$ cat src/rtl/assert_macros.svh
// ----------------------------------------------------------------------------
// Assertion macros
// Shared concurrent assertion forms for the RTL.
// ----------------------------------------------------------------------------
`ifndef ASSERT_MACROS_SVH
`define ASSERT_MACROS_SVH

// Check an implication on every clock edge outside reset.
`define ASSERT_IMPL(label, clk, rst, ante, cons) \
  label: assert property (@(posedge clk) disable iff (rst) (ante) |-> (cons)) \
    else $error("assertion failed");

// Check an implication in the next cycle.
`define ASSERT_NEXT(label, clk, rst, ante, cons) \
  label: assert property (@(posedge clk) disable iff (rst) (ante) |=> (cons)) \
    else $error("assertion failed");

`endif

$ cat src/rtl/bsdi_pkg.sv
// ----------------------------------------------------------------------------
// bsdi_pkg
// Types and constants of the brush stroke dab interpolator.
// ----------------------------------------------------------------------------
`default_nettype none

package bsdi_pkg;

  localparam int MAX_DABS = 64;
  localparam int DIV_W    = 48;

  localparam logic [2:0] REG_BASE   = 3'd0;
  localparam logic [2:0] REG_MIN    = 3'd1;
  localparam logic [2:0] REG_MAX    = 3'd2;
  localparam logic [2:0] REG_SPACE  = 3'd3;
  localparam logic [2:0] REG_WIDTH  = 3'd4;
  localparam logic [2:0] REG_HEIGHT = 3'd5;
  localparam logic [2:0] REG_ERASER = 3'd6;

  typedef struct packed {
    logic [DIV_W-1:0] num;
    logic [DIV_W-1:0] den;
    logic             start;
  } div_req_t;

  typedef struct packed {
    logic [DIV_W-1:0] quo;
    logic             busy;
  } div_rsp_t;

endpackage

`default_nettype wire

$ cat src/rtl/bsdi_divider.sv
// ----------------------------------------------------------------------------
// bsdi_divider
// Shared restoring divider, one quotient bit per cycle.
// ----------------------------------------------------------------------------
`default_nettype none

module bsdi_divider (
  input  wire logic              clk,
  input  wire logic              rst,
  input  wire bsdi_pkg::div_req_t req,
  output bsdi_pkg::div_rsp_t     rsp
);
  import bsdi_pkg::*;

  logic [DIV_W-1:0] quo;
  logic [DIV_W-1:0] rem;
  logic [DIV_W-1:0] den;
  logic [5:0]       cnt;
  logic             busy;
  logic [DIV_W:0]   trial;

  assign trial = {rem, quo[DIV_W-1]} - {1'b0, den};

  always_ff @(posedge clk) begin
    if (rst) begin
      busy <= 1'b0;
      cnt  <= '0;
    end else if (req.start) begin
      busy <= 1'b1;
      cnt  <= 6'(DIV_W);
      quo  <= req.num;
      rem  <= '0;
      den  <= req.den;
    end else if (busy) begin
      if (!trial[DIV_W]) begin
        rem <= trial[DIV_W-1:0];
        quo <= {quo[DIV_W-2:0], 1'b1};
      end else begin
        rem <= {rem[DIV_W-2:0], quo[DIV_W-1]};
        quo <= {quo[DIV_W-2:0], 1'b0};
      end
      cnt <= cnt - 6'd1;
      if (cnt == 6'd1) begin
        busy <= 1'b0;
      end
    end
  end

  assign rsp = {quo, busy};

endmodule

`default_nettype wire

$ cat src/rtl/brush_stroke_dab_interpolator_unit.sv
// ----------------------------------------------------------------------------
// brush_stroke_dab_interpolator_unit
// Turns stroke points into spaced brush dabs in device coordinates.
// ----------------------------------------------------------------------------
// Usage:
// An input item (point_x, point_y, pen_pressure, stroke_start) is taken when
// in_valid is high and in_stall low. The block then holds in_stall high
// until every dab of that point has been taken on the output channel.
// Each dab appears with out_valid; it is taken when out_stall is low.
// last_dab marks the final dab of a point; a point that gives no dab gives
// no output item. All divisions go through one shared 48-bit serial divider.
// A later point takes the square root of its squared distance and divides it
// by the spacing; a point that gives dabs then divides for the two half sizes
// (where the first point of a stroke starts) and for the centre x and y of each
// dab, redoing the centre divisions after each dab but the last is taken. The
// next point can be taken in the cycle after the last dab is taken. A stall of
// the receiver holds the dab in the output register and stops the sequencer.
// Reset restores register defaults and forgets the stored point. The user must
// write registers over the APB port while the block is idle; this is not enforced.
// ----------------------------------------------------------------------------
`default_nettype none

module brush_stroke_dab_interpolator_unit (
  input  wire logic        clk,
  input  wire logic        rst,
  input  wire logic        psel,
  input  wire logic        penable,
  input  wire logic        pwrite,
  input  wire logic [4:0]  paddr,
  input  wire logic [31:0] pwdata,
  output logic [31:0]      prdata,
  output logic             pready,
  input  wire logic        in_valid,
  output logic             in_stall,
  input  wire logic [15:0] point_x,
  input  wire logic [15:0] point_y,
  input  wire logic [8:0]  pen_pressure,
  input  wire logic        stroke_start,
  output logic             out_valid,
  input  wire logic        out_stall,
  output logic signed [15:0] quad_left,
  output logic signed [15:0] quad_right,
  output logic signed [15:0] quad_bottom,
  output logic signed [15:0] quad_top,
  output logic [8:0]       dab_alpha,
  output logic             last_dab
);
  import bsdi_pkg::*;
  `include "assert_macros.svh"

  typedef enum logic [3:0] {
    S_IDLE, S_SQINIT, S_SQRT, S_NGO, S_NWAIT, S_HWGO, S_HWWAIT, S_HHGO,
    S_HHWAIT, S_CXGO, S_CXWAIT, S_CYGO, S_CYWAIT, S_OUT
  } state_t;

  logic [11:0] base_size, min_size, max_size, spacing;
  logic [12:0] canvas_width, canvas_height;
  logic        eraser_mode;

  state_t      state;
  logic [15:0] prev_x, prev_y;
  logic        have_prev;
  logic [15:0] bx, by;
  logic signed [16:0] dx, dy;
  logic [6:0]  n, i;
  logic [8:0]  p;
  logic [31:0] hw, hh;
  logic signed [33:0] cx;
  logic [33:0] sq_v;
  logic [33:0] sq_r;
  logic [33:0] sq_bit;
  logic [12:0] w, h;
  logic        div_go;
  div_req_t    req;
  div_rsp_t    rsp;
  logic [DIV_W-1:0] div_num, div_den;

  logic        wr;
  logic [2:0]  ridx;
  logic [15:0] adx, ady;
  logic [31:0] dx2, dy2;
  logic [33:0] d2;
  logic [33:0] sq_sum;
  logic [8:0]  pc;
  logic [20:0] ps;
  logic [11:0] s_raw, s_lo, s_val, sp;
  logic [22:0] bxn, byn;
  logic signed [23:0] dxi, dyi;
  logic signed [24:0] posx, posy;
  logic [19:0] nw, nh;
  logic signed [34:0] e0, e1, e2, e3;
  logic signed [34:0] cy_val;
  logic [6:0]  nsat;

  assign pready = 1'b1;
  assign wr     = psel && penable && pwrite;
  assign ridx   = paddr[4:2];
  assign w      = (canvas_width == 13'd0) ? 13'd1 : canvas_width;
  assign h      = (canvas_height == 13'd0) ? 13'd1 : canvas_height;
  assign sp     = (spacing == 12'd0) ? 12'd1 : spacing;

  always_comb begin
    prdata = '0;
    unique case (ridx)
      REG_BASE:   prdata = {20'd0, base_size};
      REG_MIN:    prdata = {20'd0, min_size};
      REG_MAX:    prdata = {20'd0, max_size};
      REG_SPACE:  prdata = {20'd0, spacing};
      REG_WIDTH:  prdata = {19'd0, canvas_width};
      REG_HEIGHT: prdata = {19'd0, canvas_height};
      REG_ERASER: prdata = {31'd0, eraser_mode};
      default:    prdata = '0;
    endcase
  end

  bsdi_divider u_div (.clk(clk), .rst(rst), .req(req), .rsp(rsp));

  assign pc    = (pen_pressure > 9'd256) ? 9'd256 : pen_pressure;
  assign ps    = {12'd0, p} * {9'd0, base_size};
  assign s_raw = ps[19:8];
  assign s_lo  = (s_raw < min_size) ? min_size : s_raw;
  assign s_val = (s_lo > max_size) ? max_size : s_lo;

  assign adx    = dx[16] ? 16'(-dx) : dx[15:0];
  assign ady    = dy[16] ? 16'(-dy) : dy[15:0];
  assign dx2    = {16'd0, adx} * {16'd0, adx};
  assign dy2    = {16'd0, ady} * {16'd0, ady};
  assign d2     = {2'd0, dx2} + {2'd0, dy2};
  assign sq_sum = sq_r + sq_bit;

  assign bxn  = {7'd0, bx} * {16'd0, n};
  assign byn  = {7'd0, by} * {16'd0, n};
  assign dxi  = 24'(dx) * $signed({17'd0, i});
  assign dyi  = 24'(dy) * $signed({17'd0, i});
  assign posx = $signed({2'd0, bxn}) + 25'(dxi);
  assign posy = $signed({2'd0, byn}) + 25'(dyi);
  assign nw   = {7'd0, w} * {13'd0, n};
  assign nh   = {7'd0, h} * {13'd0, n};

  assign cy_val = 35'sd16384 - $signed({1'b0, rsp.quo[33:0]});
  assign e0 = 35'(cx) - $signed({3'd0, hw});
  assign e1 = 35'(cx) + $signed({3'd0, hw});
  assign e2 = cy_val - $signed({3'd0, hh});
  assign e3 = cy_val + $signed({3'd0, hh});
  assign nsat = (rsp.quo > 48'(MAX_DABS)) ? 7'(MAX_DABS) : rsp.quo[6:0];

  assign div_go = (state == S_NGO) || (state == S_HWGO) || (state == S_HHGO) ||
                  (state == S_CXGO) || (state == S_CYGO);

  always_comb begin
    div_num = '0;
    div_den = '0;
    unique case (state)
      S_NGO: begin
        div_num = {31'd0, sq_r[16:0]};
        div_den = {36'd0, sp};
      end
      S_HWGO: begin
        div_num = {25'd0, s_val, 11'd0};
        div_den = {35'd0, w};
      end
      S_HHGO: begin
        div_num = {25'd0, s_val, 11'd0};
        div_den = {35'd0, h};
      end
      S_CXGO: begin
        div_num = {15'd0, posx[21:0], 11'd0};
        div_den = {28'd0, nw};
      end
      S_CYGO: begin
        div_num = {15'd0, posy[21:0], 11'd0};
        div_den = {28'd0, nh};
      end
      default: ;
    endcase
  end

  assign req = {div_num, div_den, div_go};

  function automatic logic [15:0] sat16(input logic signed [34:0] v);
    if (v > 35'sd32767) return 16'h7FFF;
    if (v < -35'sd32768) return 16'h8000;
    return v[15:0];
  endfunction

  assign in_stall = (state != S_IDLE);

  always_ff @(posedge clk) begin
    if (rst) begin
      base_size <= 12'd160; min_size <= 12'd16; max_size <= 12'd1600;
      spacing <= 12'd32; canvas_width <= 13'd1024; canvas_height <= 13'd1024;
      eraser_mode <= 1'b0;
      state <= S_IDLE; prev_x <= '0; prev_y <= '0; have_prev <= 1'b0;
      out_valid <= 1'b0;
    end else begin
      if (wr) begin
        unique case (ridx)
          REG_BASE:   base_size <= pwdata[11:0];
          REG_MIN:    min_size <= pwdata[11:0];
          REG_MAX:    max_size <= pwdata[11:0];
          REG_SPACE:  spacing <= pwdata[11:0];
          REG_WIDTH:  canvas_width <= pwdata[12:0];
          REG_HEIGHT: canvas_height <= pwdata[12:0];
          REG_ERASER: eraser_mode <= pwdata[0];
          default: ;
        endcase
      end
      unique case (state)
        S_IDLE: if (in_valid) begin
          p <= pc;
          prev_x <= point_x; prev_y <= point_y; have_prev <= 1'b1;
          if (stroke_start || !have_prev) begin
            bx <= point_x; by <= point_y; dx <= '0; dy <= '0; n <= 7'd1;
            state <= S_HWGO;
          end else begin
            bx <= prev_x; by <= prev_y;
            dx <= $signed({1'b0, point_x}) - $signed({1'b0, prev_x});
            dy <= $signed({1'b0, point_y}) - $signed({1'b0, prev_y});
            state <= S_SQINIT;
          end
        end
        S_SQINIT: begin
          sq_v <= d2;
          sq_r <= '0;
          sq_bit <= 34'h1_0000_0000;
          state <= S_SQRT;
        end
        S_SQRT: begin
          if (sq_bit == '0) begin
            state <= S_NGO;
          end else begin
            if (sq_v >= sq_sum) begin
              sq_v <= sq_v - sq_sum;
              sq_r <= (sq_r >> 1) + sq_bit;
            end else begin
              sq_r <= sq_r >> 1;
            end
            sq_bit <= sq_bit >> 2;
          end
        end
        S_NGO: state <= S_NWAIT;
        S_NWAIT: if (!rsp.busy) begin
          n <= nsat;
          state <= (nsat == 7'd0) ? S_IDLE : S_HWGO;
        end
        S_HWGO: state <= S_HWWAIT;
        S_HWWAIT: if (!rsp.busy) begin
          hw <= rsp.quo[31:0];
          state <= S_HHGO;
        end
        S_HHGO: state <= S_HHWAIT;
        S_HHWAIT: if (!rsp.busy) begin
          hh <= rsp.quo[31:0];
          i <= 7'd1;
          state <= S_CXGO;
        end
        S_CXGO: state <= S_CXWAIT;
        S_CXWAIT: if (!rsp.busy) begin
          cx <= $signed({1'b0, rsp.quo[32:0]}) - 34'sd16384;
          state <= S_CYGO;
        end
        S_CYGO: state <= S_CYWAIT;
        S_CYWAIT: if (!rsp.busy) begin
          quad_left <= sat16(e0); quad_right <= sat16(e1);
          quad_bottom <= sat16(e2); quad_top <= sat16(e3);
          dab_alpha <= eraser_mode ? p : (p >> 1);
          last_dab <= (i == n);
          out_valid <= 1'b1; state <= S_OUT;
        end
        S_OUT: if (!out_stall) begin
          out_valid <= 1'b0;
          if (i == n) state <= S_IDLE;
          else begin
            i <= i + 7'd1; state <= S_CXGO;
          end
        end
        default: state <= S_IDLE;
      endcase
    end
  end

  `ASSERT_IMPL(a_out_busy, clk, rst, out_valid, state == S_OUT)
  `ASSERT_IMPL(a_idx, clk, rst, state == S_OUT, i <= n && i != 0)
  `ASSERT_NEXT(a_go_busy, clk, rst, div_go, rsp.busy)

endmodule

`default_nettype wire
$ cat config.mk
export PLATFORM = sky130hd
export DESIGN_NAME = brush_stroke_dab_interpolator_unit
export DESIGN_NICKNAME = d
export VERILOG_FILES = /design/src/rtl/bsdi_pkg.sv /design/src/rtl/bsdi_divider.sv /design/src/rtl/brush_stroke_dab_interpolator_unit.sv
export VERILOG_INCLUDE_DIRS = /design/src /design/src/rtl
export SDC_FILE = /design/constraint.sdc
export NUM_CORES = 2
export LEC_CHECK = 0
export ABC_AREA = 1
export BUFFER_PORTS_ARGS = -buffer_cell sky130_fd_sc_hd__buf_2
export CORE_UTILIZATION = 25
export DETAILED_ROUTE_END_ITERATION = 8
export PLACE_DENSITY = 0.46
export SYNTH_ARGS = -nofsm -noshare
export SYNTH_HDL_FRONTEND = slang
export SYNTH_SLANG_ARGS = --single-unit
$ cat constraint.sdc
create_clock -name clk -period 11.7 [get_ports clk]
set_input_delay 2.34 -clock clk [delete_from_list [all_inputs] [get_ports clk]]
set_output_delay 2.34 -clock clk [all_outputs]
set_load 0.005 [all_outputs]
==> results.tsv <==
metric	value	unit
status	completed	
crit_required	12150	ps
ff2ff_path_depth	35	
layout-drive-gt1-share	4.81	%
crit_buf_inv	9	
min_path_cells	2	
grt_usage	15.9	%
hp-start	prev_x[13]$_SDFFE_PP0P_	
firstDrtPassIters	6	
max_slew_margin	28.5	%
fin_nets	12900	
hold_viol_final	0	
cts-resized-gates	0	
core	334000	µm²
clk_pin_slew	60	ps
cp.arrival	10290	ps
synth_edf_count	462	
synthArstFlopShare	0	%
wl	269	mm
cts_made_buffers	75	
num_io_pins	195	
cts_sinks	582	
postRouteAntennaNets	0	
die_x	581	µm
setup_viol	0	
cp_top_family	adder cells	
synth_top_area_share	22.7	%
ys_seq_elements	582	
drc	0	
placement.io_buffers	153	
areaGrowthSynthToFinish	9.41	%
ys_seq_area_share	19.4	%
clock_path_buffers	3	
final_common_cell	nand2_1	
worst_hold_path_type	reg2reg	
rsz0062_at_grt	false	
rr_endpoint	sq_v[24]$_DFFE_PP_	
finalCriticalPeriod	9830	ps
dpl.hpwl	222	mm
cts_setup_buffers	0	
grt_pass1_vias	69900	
routabilityCongestion	0.899	
postCtsHoldBufs	0	
synth_largest_area_cell	fa_1	
first_iter_violations	4994	
wl_per_cell	17.2	µm
finClkSkew	63.1	ps
reg2reg_slack	1870	ps
initial_core_util	25.1	%
yosysWarnings	0	
crit_top_cell	fa_1	
routed-via-count	70000	
netlist_instances	11200	
max_freq	102	MHz
grt_first_pass_wirelength	418	mm
final_cell_mix	2,539 x nand2_1, 2,491 x inv_1, 950 x fa_1, 921 x nor2_1, 717 x ha_1	
setup_tns	0	ps
grt_max_degree	77	
netlist_area	83800	µm²
maxCapViolCount	0	
fin_crit_sh	84.1	%
root_buffer	clkbuf_16	
cpMaxStageDelayCell	edfxtp_1	
cts_tree	yes	
avgSynthCellArea	7.50	µm²
cts_max_level	3	
cpPeakStageDelay	730	ps
slew_viol_final	0	
antenna_found_initial	24	
tightestPinTransition	1070	ps
hold_path_end	prev_x[13]$_SDFFE_PP0P_	
yosysUniqueCellTypes	85	
end_kind	flop	
num_rows	212	
die_h	581	µm
ys_top_cells_by_area	fa_1 23%, edfxtp_1 17%, nand2_1 11%	
critPathMaxFanout	11	
worstReg2RegStart	dy[0]$_SDFFCE_PN0P_	
overflow	0	
clk-insertion-delay-late	730	ps
critical_path_class	reg2reg	
viasPerCell	4.49	
start_kind	flop	
ys.flop_type	edfxtp_1	
dieArea	338000	µm²
==> routing by layer <==
metal  share of wire, %  track usage, %  routed length [µm]
met1                 47            22.1              127000
met2                 46            26.2              124000
met3                4.5            1.88               12100
met4                2.2            3.17                5840
met5              0.020               0                  55
==> registers in the layout (all words and copies together), names as in the netlist, 17 cells and up <==
name and flops:
cx 34, dx 17, dy 17, hh 32
hw 32, sq_bit 17, sq_r 34, sq_v 34
u_div.den 20, u_div.quo 48, u_div.rem 48
==> tightest hold or removal path: stages (launching register included) <==
cell and delay, ps:
dfxtp_1 290, inv_1 80, a21oi_1 60
==> Yosys cell counts (all sizes together), types with 3 or more instances <==
library cell  number
and3               5
or2               28
a21o              26
nand3            372
ha               717
nor4              41
o21a              19
o221ai            14
clkbuf           199
inv             2514
a21oi            645
nand2           2600
dfxtp            120
o31ai             18
a2111oi            3
fa               950
nor3             117
xnor2            105
o22ai             47
o211a              3
o211ai            29
a31o               5
nor3b              3
and2               8
a21boi            13
o21bai            41
clkinv            16
nand4            118
a31oi             24
buf              146
nand3b            19
edfxtp           462
a211oi            20
a221oi            15
nor2             957
o2111ai            9
a22oi              4
xor2             179
o21ai            542
==> cells by family (layout without fill, tap and decap cells) <==
group / count (synthesis) / after routing / synth area share (%)
and+or+nand+nor: 4272 / 4272 / 21.1
buffers and inverters: 2875 / 2884 / 13.2
adders and majority gates: 1667 / 1667 / 33.4
AOI/OAI and AO/OA: 1491 / 1491 / 9.89
DFF: 582 / 582 / 19.4
xor gates and xnor gates: 284 / 284 / 2.98
other: 2 / 27 / 0.00896
muxes: 2 / 2 / 0.0269
==> worst max path at each step <==
stage,from,end,slack (ps),cells past startpoint
2_1_floorplan,dx[0]$_SDFFCE_PN0P_,sq_v[28]$_DFFE_PP_,3150,38
3_3_place_gp,dy[0]$_SDFFCE_PN0P_,sq_v[24]$_DFFE_PP_,1880,35
3_5_place_dp,dy[0]$_SDFFCE_PN0P_,sq_v[24]$_DFFE_PP_,1800,35
4_1_cts,dy[0]$_SDFFCE_PN0P_,sq_v[24]$_DFFE_PP_,1780,35
5_1_grt,dy[0]$_SDFFCE_PN0P_,sq_v[24]$_DFFE_PP_,1200,35
6_report,dy[0]$_SDFFCE_PN0P_,sq_v[24]$_DFFE_PP_,1870,35
==> area by class of cell <==
cell class,count,area [µm²]
fillers,37000,242000
repair buffers,220,1270
multi-input cells,7736,56600
diodes,7,17.5
clock buffers,95,2070
well taps,4387,5490
flip-flops and latches,582,16300
inverters,2530,9500
clock inverters,39,478
==> through the flow <==
| step | worst slack [ps] | cells | instance area (µm²) | hold WS (ps) | util, % |
|---|---|---|---|---|---|
| after floorplan | 3150 | 11200 | 83900 | 436 | - |
| after global placement | 1880 | 15500 | 89200 | 467 | 26.7 |
| after detailed placement | 1800 | 15500 | 89200 | 472 | 26.7 |
| after CTS | 1780 | 15600 | 91700 | 481 | 27.5 |
| after global routing | 1200 | 15600 | 91700 | 503 | 27.5 |
| final | 1870 | 15600 | 91700 | 479 | 27.5 |
Power is not shown: default switching activity piles up to over one toggle a cycle in this logic, so the estimate is an artifact.
